### src/stc_pkg.sv
// Shared types and codes for the slot table.
`timescale 1ns / 1ps
package stc_pkg;

  typedef enum logic [1:0] {
    CMD_INSERT  = 2'd0,
    CMD_DELETE  = 2'd1,
    CMD_LOOKUP  = 2'd2,
    CMD_COMPACT = 2'd3
  } cmd_t;

  typedef enum logic [1:0] {
    ST_DONE     = 2'd0,
    ST_NOTFOUND = 2'd1,
    ST_FULL     = 2'd2
  } status_t;

  typedef struct packed {
    logic [1:0]         cmd;
    logic signed [31:0] key_object;
    logic signed [31:0] key_touch;
    logic [31:0]        new_payload;
  } req_t;

  typedef struct packed {
    logic [1:0]         status;
    logic signed [31:0] found_object;
    logic [7:0]         slot_used;
    logic [8:0]         used_count;
  } rsp_t;

  typedef enum logic [3:0] {
    S_IDLE,
    S_SCAN_RD,
    S_SCAN_CHK,
    S_HI_RD,
    S_HI_CHK,
    S_LO_RD,
    S_LO_CHK,
    S_MOVE,
    S_DONE
  } state_t;

  // Controller to datapath.
  typedef struct packed {
    logic load;      // capture request, reset scan pointers
    logic rd_k;      // read entry at scan pointer k
    logic rd_hi;     // read entry at hi-1
    logic rd_lo;     // read entry at lo
    logic inc_k;
    logic dec_hi;
    logic inc_lo;
    logic wr_ins;    // insert write at k
    logic wr_kill;   // mark entry k dead
    logic mv_lo;     // write saved hi entry into lo
    logic hit;       // record lookup hit at k
    logic full;
    logic set_cnt_hi;
    logic set_cnt_top; // count = hi+1, the held live entry stays at hi
    logic fin;       // emit result
  } ctl_t;

  // Datapath to controller.
  typedef struct packed {
    logic [1:0] cmd;
    logic       k_end;     // k reached count
    logic       k_cap;     // count at capacity
    logic       rd_dead;
    logic       obj_eq;
    logic       tch_eq;
    logic       tch_neg;
    logic       lo_ge_hi;
  } sts_t;

endpackage

### src/stc_ctrl.sv
// Command sequencer for the slot table.
`timescale 1ns / 1ps
module stc_ctrl (
  input  logic          clk,
  input  logic          rst,
  input  logic          start,
  output logic          busy,
  output logic          done,
  input  stc_pkg::sts_t sts,
  output stc_pkg::ctl_t ctl
);
  import stc_pkg::*;

  state_t state, state_next;

  always_ff @(posedge clk) begin
    if (rst) state <= S_IDLE;
    else     state <= state_next;
  end

  always_comb begin
    state_next = state;
    unique case (state)
      S_IDLE: if (start) state_next = S_SCAN_RD;
      S_SCAN_RD: begin
        if (sts.cmd == CMD_COMPACT) state_next = S_HI_RD;
        else if (sts.k_end) state_next = S_DONE;
        else if (sts.cmd == CMD_LOOKUP && sts.tch_neg) state_next = S_DONE;
        else state_next = S_SCAN_CHK;
      end
      S_SCAN_CHK: begin
        if (sts.cmd == CMD_INSERT && sts.rd_dead) state_next = S_DONE;
        else if (sts.cmd == CMD_LOOKUP && sts.tch_eq) state_next = S_DONE;
        else state_next = S_SCAN_RD;
      end
      S_HI_RD:  state_next = sts.lo_ge_hi ? S_DONE : S_HI_CHK;
      S_HI_CHK: state_next = sts.rd_dead ? S_HI_RD : S_LO_RD;
      S_LO_RD:  state_next = sts.lo_ge_hi ? S_DONE : S_LO_CHK;
      S_LO_CHK: state_next = sts.rd_dead ? S_MOVE : S_LO_RD;
      S_MOVE:   state_next = S_HI_RD;
      S_DONE:   state_next = S_IDLE;
      default:  state_next = S_IDLE;
    endcase
  end

  always_comb begin
    ctl  = '0;
    busy = (state != S_IDLE);
    done = 1'b0;
    unique case (state)
      S_IDLE: ctl.load = start;
      S_SCAN_RD: begin
        ctl.rd_k = 1'b1;
        if (sts.cmd == CMD_INSERT && sts.k_end) begin
          if (sts.k_cap) ctl.full = 1'b1;
          else ctl.wr_ins = 1'b1;
        end
      end
      S_SCAN_CHK: begin
        ctl.rd_k = 1'b1;
        if (sts.cmd == CMD_INSERT && sts.rd_dead) ctl.wr_ins = 1'b1;
        else if (sts.cmd == CMD_LOOKUP && sts.tch_eq) ctl.hit = 1'b1;
        else begin
          if (sts.cmd == CMD_DELETE && sts.obj_eq) ctl.wr_kill = 1'b1;
          ctl.inc_k = 1'b1;
        end
      end
      S_HI_RD: begin
        ctl.rd_hi = 1'b1;
        if (sts.lo_ge_hi) ctl.set_cnt_hi = 1'b1;
      end
      S_HI_CHK: begin
        ctl.dec_hi = 1'b1;
      end
      S_LO_RD: begin
        ctl.rd_lo = 1'b1;
        // no hole below the held live entry: it stays in place
        if (sts.lo_ge_hi) ctl.set_cnt_top = 1'b1;
      end
      S_LO_CHK: begin
        ctl.rd_lo = 1'b1;
        if (!sts.rd_dead) ctl.inc_lo = 1'b1;
      end
      S_MOVE: begin
        ctl.mv_lo  = 1'b1;
        ctl.inc_lo = 1'b1;
      end
      S_DONE: begin
        ctl.fin = 1'b1;
        done    = 1'b1;
      end
      default: ;
    endcase
  end

  assert property (@(posedge clk) disable iff (rst) done |=> !busy)
    else $error("busy after result");
  assert property (@(posedge clk) disable iff (rst) (start && !busy) |=> busy)
    else $error("start not taken");
  assert property (@(posedge clk) disable iff (rst) !(ctl.wr_ins && ctl.mv_lo))
    else $error("write conflict");
endmodule

### config.mk
export PLATFORM = sky130hd
export DESIGN_NAME = stc_ctrl
export DESIGN_NICKNAME = d
export VERILOG_FILES = /design/src/stc_pkg.sv /design/src/stc_ctrl.sv
export SDC_FILE = /design/constraint.sdc
export NUM_CORES = 1
export LEC_CHECK = 0
export ABC_AREA = 1
export ABC_CLOCK_PERIOD_IN_PS = 2800
export BUFFER_PORTS_ARGS = -buffer_cell sky130_fd_sc_hd__buf_2
export CAP_MARGIN = 20
export CELL_PAD_IN_SITES_DETAIL_PLACEMENT = 1
export CELL_PAD_IN_SITES_GLOBAL_PLACEMENT = 1
export CORE_MARGIN = 8
export CORE_UTILIZATION = 26
export CTS_CLUSTER_SIZE = 25
export DETAILED_ROUTE_END_ITERATION = 10
export PLACE_DENSITY_LB_ADDON = 0.08
export SLEW_MARGIN = 30
export SYNTH_ARGS = -nofsm -noshare
export SYNTH_HDL_FRONTEND = slang
export SYNTH_SLANG_ARGS = --single-unit
### constraint.sdc
create_clock -name clk -period 2.8 [get_ports clk]
set_input_delay 0.56 -clock clk [delete_from_list [all_inputs] [get_ports clk]]
set_output_delay 0.56 -clock clk [all_outputs]
set_load 0.02 [all_outputs]
==> results of run 1 <==
==> layout make-up <==
| cell class | count | area [um^2] |
|---|---|---|
| Timing Repair Buffer | 28 | 140 |
| Multi-Input combinational cell | 60 | 295 |
| Clock buffer | 3 | 22.5 |
| Fill cell | 249 | 1050 |
| Tap cell | 17 | 21.3 |
| Inverter | 20 | 77.6 |
| Sequential cell | 4 | 80.1 |
==> worst max-delay path: cells and delay by family, from the launching register on <==
family                 cells  cell delay, ps
AO/OA/AOI/OAI              1             150
buffers and inverters      3             360
flip-flops                 1             340
AND/OR/NAND/NOR            2             320
==> kinds of logic after synthesis <==
family	Yosys count	share of synthesized area [%]
compound gates	5	6.25
buf+inv	21	18.5
flops	4	17.4
simple gates	55	57.9
==> power breakdown <==
group / total [W] / switching (W) / leakage (nW) / internal, W
Sequential: 0.0000715 / 0.00000916 / 0.0326 / 0.0000623
Clock: 0.0000704 / 0.0000225 / 0.0138 / 0.0000479
Combinational: 0.000114 / 0.0000762 / 0.369 / 0.0000373
==> Yosys cell counts <==
cell,n,area [um^2]
nand3_1,10,50.1
nor2_1,13,48.8
nor2_4,3,33.8
nand2_1,20,75.1
nand4_1,2,12.5
o21ai_0,1,5.00
buf_4,1,7.51
nor3_2,1,10.0
nor2_2,1,6.26
o22ai_1,1,6.26
inv_1,16,60.1
dfxtp_1,4,80.1
o211ai_1,1,7.51
inv_2,3,11.3
nand3b_1,1,7.51
a21oi_1,2,10.0
nand2_2,2,12.5
nor3_1,2,10.0
inv_4,1,6.26
==> how the worst max path moves through the flow <==
| stage | start | end |
|---|---|---|
| floorplan | state[0] | ctl[0] |
| global placement | sts[8] | ctl[7] |
| detailed placement | sts[8] | ctl[10] |
| CTS | state[3] | ctl[7] |
| global route | state[3] | ctl[7] |
| finish | state[3] | ctl[7] |
==> stage by stage <==
step	setup WS, ps	utilization, %	total power [W]
floorplan	956	-	0.000150
global placement	1030	36.4	0.000187
detailed placement	1000	36.4	0.000187
CTS	826	37.7	0.000261
global route	760	37.7	0.000278
finish	846	37.7	0.000255
==> metal layers <==
metal / global-route usage, % / vias up / part of all wire [%]
li1: - / 322 / -
met3: 3.09 / 0 / 4.4
met5: 0 / - / 0
met1: 11.1 / 272 / 50
met4: 2.10 / 0 / 0
met2: 15.8 / 17 / 46
==> key figures, run 1 <==
Drt
  • Post-route ant nets: 0
  • First-iteration detailed-routing DRC count: 4
  • DR vias/cell: 4.63
  • Via count: 611
  • Drc violations: 0
  • Routed WL: 1500 um
  • Wire per inst: 11.4 um
  • Drt first pass iters: 2

Clock network
  • Hold_buf cts: 0
  • Clock sink count: 4
  • CTS tree: done
  • Post_cts resized: 0
  • Clock slew at reported path FFs: 40 ps
  • Worst-Skew Late Latency: 230 ps
  • Max Root-Sink Buffers: 2
  • Postcts setup bufs: 0
  • CTS H-tree lvls: 1
  • Clock Root Buffer: clkbuf_4
  • CTS Buf Count: 3

Run
  • Max cap viols: 0

Layout
  • Commonest cells after routing, fill and taps aside: buf_2 (28), nand2_1 (20), inv_1 (16)
  • Number of flip-flops in the largest register: 4
  • Layout cells sized above 1: 36.5%
  • Commonest non-fill, non-tap cell in the layout: buf_2
  • Post-route cell area: 637 um^2
  • Largest Register: state
  • Final Net Count: 129
  • Top flop regs: state: 4 flops
  • Area growth, synth to finish: 38.3%
  • Diode count: 0
  • Layout Cells excl Fill: 132

Yosys
  • Post-Syn Area: 460 um^2
  • Distinct cells, synth: 19
  • Synth Warn #: 0
  • Gate Count Post-Synth: 85
  • Seq/Total Area, Yosys: 17.4%
  • Post-synthesis register bit count: 4
  • Avg Inst Size Synth: 5.42 um^2
  • Syn_nets: 97

Setup path
  • R2r setup slk: 1640 ps
  • Worst path max stage delay: 340 ps
  • CP cell instances: nor2_4 -> inv_2 -> nor2_2 -> inv_2 -> o22ai_1 -> buf_2
  • Crit path launch type: flip-flop
  • Worst endpoint required time: 2240 ps
  • Reg2reg path depth: 7
  • Max stage delay cell, worst path: dfxtp_1
  • Worst r2r dst: state[3]
  • Most used cell, CP: inv_2
  • Arrival @ worst endpoint: 1390 ps
  • CP Capture Type: output pin
  • Worst Path Max Fanout: 5
  • Crit path kind: reg -> out
  • Critical R2R Launch: state[1]

Min path
  • Hold path depth: 2
  • Hold Path Origin: rst
  • Hold Path Class: in -> reg
  • Worst Hold Endpoint: state[3]

Place
  • GPL Wtd Cong: 0.675
  • PortBufs: 28
  • Placed Area: 614 um^2
  • Cells after DPL: 129
  • DPL Wire Length: 1340 um

Timing
  • Slew Viols, Final: 0
  • Setup repair after global routing missed its margin: false
  • Setup tns final: 0 ps
  • Worst-Margin Slew: 259 ps
  • Relative slew slack: 82.7%
  • Fmax: 0.512 GHz
  • Tcrit/Tclk final: 69.8%
  • Clock Skew: 5.18 ps
  • Shortest period the worst path allows: 1950 ps
  • Hold WS: 520 ps
  • Hold Fails Final Rpt: 0
  • # setup viols final: 0

GRT
  • Vias in the first global route: 640
  • Initial antenna violation count: 0
  • Pin count of the biggest net entering global routing: 10
  • Tot GR Track Use: 9.34%
  • First-pass GRT wire length: 2600 um
  • Grt total ovfl: 0

Die
  • Starting Density: 27.3%
  • DIE AREA: 0.00337 mm^2
  • Chip height: 58.1 um
  • Row count: 15
  • Core area: 0.00169 mm^2
  • # IOs: 29
  • Die X: 58.1 um

Power and ir drop
  • Static leakage: 0.415 nW
  • VDD IR-drop max: 252 uV
  • Pwr per Cell Area: 401 mW/mm^2

Run status
  • Status: complete, no violations
Note: power is estimated with default switching activity, not from simulation.
==> run 2, diff against run 1 <==
- ABC_AREA: 1 -> 0
- ABC_CLOCK_PERIOD_IN_PS: 2800 -> 1900
- clock period: 2.8 -> 1.9 ns (I/O delays scaled with it)
==> key figures, run 2 <==
Layout
  • Final Net Count: 116
  • Commonest cells after routing, fill and taps aside: buf_2 (26), buf_4 (10), nor2_1 (7)
  • Seq. cell area: 85.1 um^2
  • Number of flip-flops in the largest register: 4
  • Diode count: 0
  • Layout cells sized above 1: 51.0%
  • Layout Cells excl Fill: 127
  • Commonest non-fill, non-tap cell in the layout: buf_2
  • Largest Register: state
  • Multi-input gate area: 380 um^2
  • Filler instances: 237
  • Post-route cell area: 751 um^2
  • Area growth, synth to finish: 59.2%
  • Top flop regs: state: 4 flops

Yosys
  • Gate Count Post-Synth: 69
  • Synth Flop Type: dfxtp_1
  • Avg Inst Size Synth: 6.84 um^2
  • Seq/Total Area, Yosys: 17.0%
  • Top cells by count, synth: nor2_1 (7), nand2_1 (6), a21oi_1 (5)
  • Post-Syn Area: 472 um^2
  • Post-synthesis register bit count: 4
  • Synth Warn #: 0
  • Most frequent cell after synthesis: nor2_1
  • Fraction of registers with async set/reset: 0%
  • Largest cells by area after synthesis: dfxtp_1 (17%), nor2_1 (5.6%), a21oi_1 (5.3%)
  • Post-synth EDFFs: 0
  • Synth area leader: dfxtp_1
  • Syn_nets: 81
  • Distinct cells, synth: 33
  • Yosys top cell area share: 17.0%

GRT
  • Pin count of the biggest net entering global routing: 11
  • First-pass GRT wire length: 2660 um
  • Tot GR Track Use: 10.1%
  • Vias in the first global route: 590
  • Grt total ovfl: 0
  • Initial antenna violation count: 0

Setup path
  • Critical Path Stages: 3
  • Worst path bufs/invs: 1
  • Worst Path Max Fanout: 6
  • Worst path max stage delay: 580 ps
  • Worst endpoint required time: 1520 ps
  • CP Capture Type: output pin
  • Max stage delay cell, worst path: or4b_4
  • Arrival @ worst endpoint: 1450 ps
  • Crit path launch type: flip-flop
  • CP cell instances: or4b_4 -> nor3_2 -> buf_4
  • Delay-heaviest family, CP: simple AND/OR/NAND/NOR gates
  • Crit path kind: reg -> out
  • Reg2reg path depth: 3

Timing
  • Worst-Margin Slew: 292 ps
  • Fmax: 0.547 GHz
  • Tcrit/Tclk final: 96.2%
  • # setup viols final: 0
  • Relative slew slack: 80.3%
  • Hold WS: 502 ps
  • Clock Skew: 5.56 ps
  • Hold Fails Final Rpt: 0
  • Shortest period the worst path allows: 1830 ps
  • Final setup margin: 71.7 ps
  • Slew Viols, Final: 0
  • Setup repair after global routing missed its margin: false

Place
  • DPL Wire Length: 1330 um
  • Placed Area: 676 um^2
  • Cells after DPL: 123
  • Place WS: 227 ps
  • PortBufs: 28
  • GPL Wtd Cong: 0.708

Drt
  • Post-route ant nets: 0
  • Routed WL: 1660 um
  • Wire per inst: 13.0 um
  • Drt first pass iters: 4
  • First-iteration detailed-routing DRC count: 6
  • Via count: 613
  • DR vias/cell: 4.83
  • Drc violations: 0

Clock network
  • CTS tree: done
  • CTS Buf Count: 3
  • Clock slew at reported path FFs: 40 ps
  • Clock Root Buffer: clkbuf_4
  • Clock sink count: 4
  • Max Root-Sink Buffers: 2
  • Worst-Skew Late Latency: 240 ps
  • CTS H-tree lvls: 1

Power and ir drop
  • VDD IR-drop max: 199 uV
  • Combinational group share of total power: 39.5%
  • P_int: 0.000222 W
  • Reg power frac: 28.7%
  • Switch share: 35.5%
  • Static leakage: 0.366 nW
  • Clock power frac: 31.8%
  • Pwr per Cell Area: 458 mW/mm^2
  • Switch Pwr: 0.000122 W

Die
  • Die X: 58.6 um
  • Core area: 0.00171 mm^2
  • Chip height: 58.6 um
  • Starting Density: 27.6%
  • DIE AREA: 0.00343 mm^2
  • Row count: 15
  • # IOs: 29

Min path
  • Hold path depth: 5
  • Hold Path Class: in -> reg

Run
  • Max cap viols: 0

Run status
  • Status: complete, no violations
[run 2: cell types whose count changed after synthesis, sizes merged, moves of 3 or more]
cell | before | now
a21oi | 2 | 5
and2 | 0 | 3
buf | 1 | 4
clkbuf | 0 | 3
inv | 20 | 4
nand2 | 22 | 6
nand3 | 10 | 1
nor2 | 17 | 7
nor4b | 0 | 3
o21ai | 1 | 4
[run 2: per-layer routing]
layer  GRT usage (%)  share of wire (%)
met3            5.00                6.4
met5               0                  0
met1            11.4                 46
met4            4.10                1.0
met2            15.7                 46
[run 2: cell type report]
| class | count | area share, % |
|---|---|---|
| clock buffers | 3 | 3.00 |
| repair buffers | 37 | 28.8 |
| well taps | 25 | 4.17 |
| multi-input cells | 54 | 50.7 |
| flip-flops and latches | 4 | 11.3 |
| inverters | 4 | 2.00 |
[run 2: per-stage QoR]
step / power [W] / setup TNS (ps) / util [%]
final: 0.000344 / 0 / 44.0
after global routing: 0.000369 / 0 / 44.0
after CTS: 0.000340 / -115 / 40.9
after detailed placement: 0.000226 / 0 / 39.6
after floorplan: 0.000176 / 0 / -
after global placement: 0.000224 / 0 / 39.6
[run 2: kinds of logic (layout without fill, tap and decap cells)]
family	count (synthesis)	count (layout)	synth area share [%]
AO/OA/AOI/OAI	14	14	18.3
AND/OR/NAND/NOR	37	37	47.2
multiplexers	1	1	2.12
buffers and inverters	11	44	11.7
flip-flops	4	4	17.0
XOR/XNOR	2	2	3.71
[run 2: repair_timing]
| item | CTS | global route |
|---|---|---|
| pin swaps | 0 | 4 |
| hold buffers | 0 | 0 |
| setup endpoints to repair | 4 | 5 |
| gates resized for setup | 0 | 12 |
| buffers inserted | 0 | 1 |
[run 2: tightest hold or removal path: stages]
cell and delay, ps:
buf_2 70, nor2_1 30, o41ai_1 50, buf_4 130
a21oi_1 40
[run 2: power by group through the flow]
| stage | Sequential, W | Combinational, W | Clock (W) |
|---|---|---|---|
| 2_1_floorplan | 0.0000948 | 0.0000811 | 0 |
| 3_3_place_gp | 0.0000969 | 0.000127 | 0 |
| 3_5_place_dp | 0.0000973 | 0.000128 | 0 |
| 4_1_cts | 0.0000959 | 0.000129 | 0.000115 |
| 5_1_grt | 0.0000996 | 0.000151 | 0.000119 |
| 6_report | 0.0000987 | 0.000136 | 0.000109 |
[run 2: final timing paths]
kind,end,slack (ps),from
setup reg to reg,state[3],390,state[0]
hold reg to reg,state[0],660,state[3]
hold / removal,state[0],500,rst
setup / recovery,ctl[4],70,state[0]
==> run 3, diff against run 2 <==
- PLACE_DENSITY_LB_ADDON: 0.08 -> 0.1
==> key figures, run 3 (synthesized netlist as in run 2, its figures left out) <==
Setup path
  • CP Capture Type: output pin
  • Crit path launch type: flip-flop
  • Delay-heaviest family, CP: simple AND/OR/NAND/NOR gates
  • CP cell instances: nor4b_1 -> buf_4 -> a32oi_1 -> nor3_1 -> buf_2
  • Crit path kind: reg -> out
  • Arrival @ worst endpoint: 1470 ps
  • Worst path bufs/invs: 2
  • Critical R2R Launch: state[3]
  • Worst endpoint required time: 1520 ps
  • Worst Setup SP: state[3]
  • Max stage delay cell, worst path: dfxtp_4
  • Worst Path Max Fanout: 8
  • Worst path max stage delay: 370 ps

Min path
  • Hold Path Class: in -> reg
  • Hold Path Origin: rst

GRT
  • Met3 Usage GRT: 5.65%
  • GRT met1 Usage: 12.6%
  • Met2 GRT Util: 17.0%
  • Initial antenna violation count: 0
  • First-pass GRT wire length: 2880 um
  • Tot GR Track Use: 10.5%
  • Grt total ovfl: 0
  • Vias in the first global route: 615
  • Busiest grt layer: met2
  • Pin count of the biggest net entering global routing: 14

Clock network
  • CTS Buf Count: 3
  • CTS H-tree lvls: 1
  • CTS tree: done
  • Clock slew at reported path FFs: 40 ps
  • Max Root-Sink Buffers: 2
  • Clock sink count: 4
  • Worst-Skew Late Latency: 240 ps
  • Clock Root Buffer: clkbuf_4

Place
  • GPL Wtd Cong: 0.780
  • Cells after DPL: 120
  • PortBufs: 28
  • DPL Wire Length: 1290 um

Power and ir drop
  • Static leakage: 0.354 nW
  • Pwr per Cell Area: 469 mW/mm^2
  • P_int: 0.000223 W
  • Switch share: 36.5%
  • Reg power frac: 27.5%
  • Switch Pwr: 0.000128 W
  • Clock power frac: 32.3%
  • VDD IR-drop max: 314 uV
  • Combinational group share of total power: 40.2%

Drt
  • Wire per inst: 13.5 um
  • Post-route ant nets: 0
  • Routed WL: 1700 um
  • Drc violations: 0
  • Via count: 607
  • Drt first pass iters: 4
  • DR vias/cell: 4.82
  • First-iteration detailed-routing DRC count: 8

Timing
  • Slew Viols, Final: 0
  • Fmax: 0.541 GHz
  • Hold Fails Final Rpt: 0
  • Relative slew slack: 79.3%
  • Worst-Margin Slew: 306 ps
  • Shortest period the worst path allows: 1850 ps
  • # setup viols final: 0
  • Clock Skew: 0.894 ps
  • Tcrit/Tclk final: 97.3%

Layout
  • Layout cells sized above 1: 49.5%
  • Commonest cells after routing, fill and taps aside: buf_2 (25), buf_4 (10), nor2_1 (7)
  • Top flop regs: state: 4 flops
  • Largest Register: state
  • Number of flip-flops in the largest register: 4
  • Layout Cells excl Fill: 126
  • Core Util, Final: 43.9%
  • Diode count: 0
  • Area growth, synth to finish: 58.9%
  • Final Net Count: 115
  • Commonest non-fill, non-tap cell in the layout: buf_2

Run
  • Max cap viols: 0

Die
  • DIE AREA: 0.00343 mm^2
  • Die X: 58.6 um
  • Chip height: 58.6 um
  • # IOs: 29
  • Starting Density: 27.6%
  • Core area: 0.00171 mm^2
  • Row count: 15

Run status
  • Status: complete, no violations
run 3: worst min-delay path, stage by stage:
cell     delay [ps]
buf_2            70
nor2_1           30
o41ai_1          50
buf_4           130
a21oi_1          40
run 3: through the flow:
step                total power [W]  instance area [um^2]  TNS [ps]  hold slack (ps)  worst slack, ps
finish                     0.000351                   749         0              497             50.4
global route               0.000383                   749     -29.6              532            -28.2
CTS                        0.000337                   683     -5.72              499            -5.72
detailed placement         0.000223                   653         0              642              189
global placement           0.000222                   653         0              639              208
floorplan                  0.000176                   484         0              570             32.1
run 3: area by class of cell:
class / count / area, um^2
Inverter: 4 / 15.0
Tap cell: 25 / 31.3
Timing Repair Buffer: 36 / 211
Fill cell: 231 / 958
Sequential cell: 4 / 86.3
Clock buffer: 3 / 22.5
Multi-Input combinational cell: 54 / 383
run 3: path summary, 6_finish.rpt:
kind	end	slack (ps)	cells after the start
setup / recovery	ctl[7]	50	5
hold / removal	state[1]	500	5
setup reg to reg	state[3]	370	3
hold reg to reg	state[3]	650	2
run 3: per-layer routing:
metal	share of wire, %	up-vias	routed length (um)
met1	46	282	783
met4	0.59	0	10
met5	0	-	0
met2	47	14	800
met3	6.0	2	102
li1	-	309	-
run 3: power by group through the flow:
| stage | logic [W] | clock network (W) | registers (W) |
|---|---|---|---|
| after floorplan | 0.0000811 | 0 | 0.0000948 |
| after global placement | 0.000125 | 0 | 0.0000967 |
| after detailed placement | 0.000126 | 0 | 0.0000968 |
| after CTS | 0.000128 | 0.000113 | 0.0000954 |
| after global routing | 0.000157 | 0.000129 | 0.0000978 |
| final | 0.000141 | 0.000114 | 0.0000967 |
run 3: repair_timing:
| action | 4_1_cts | 5_1_grt |
|---|---|---|
| pin swaps | 0 | 2 |
| setup buffers | 0 | 3 |
| resized for setup | 3 | 10 |
| endpoints found under the setup margin | 5 | 5 |
| hold buffers | 0 | 0 |
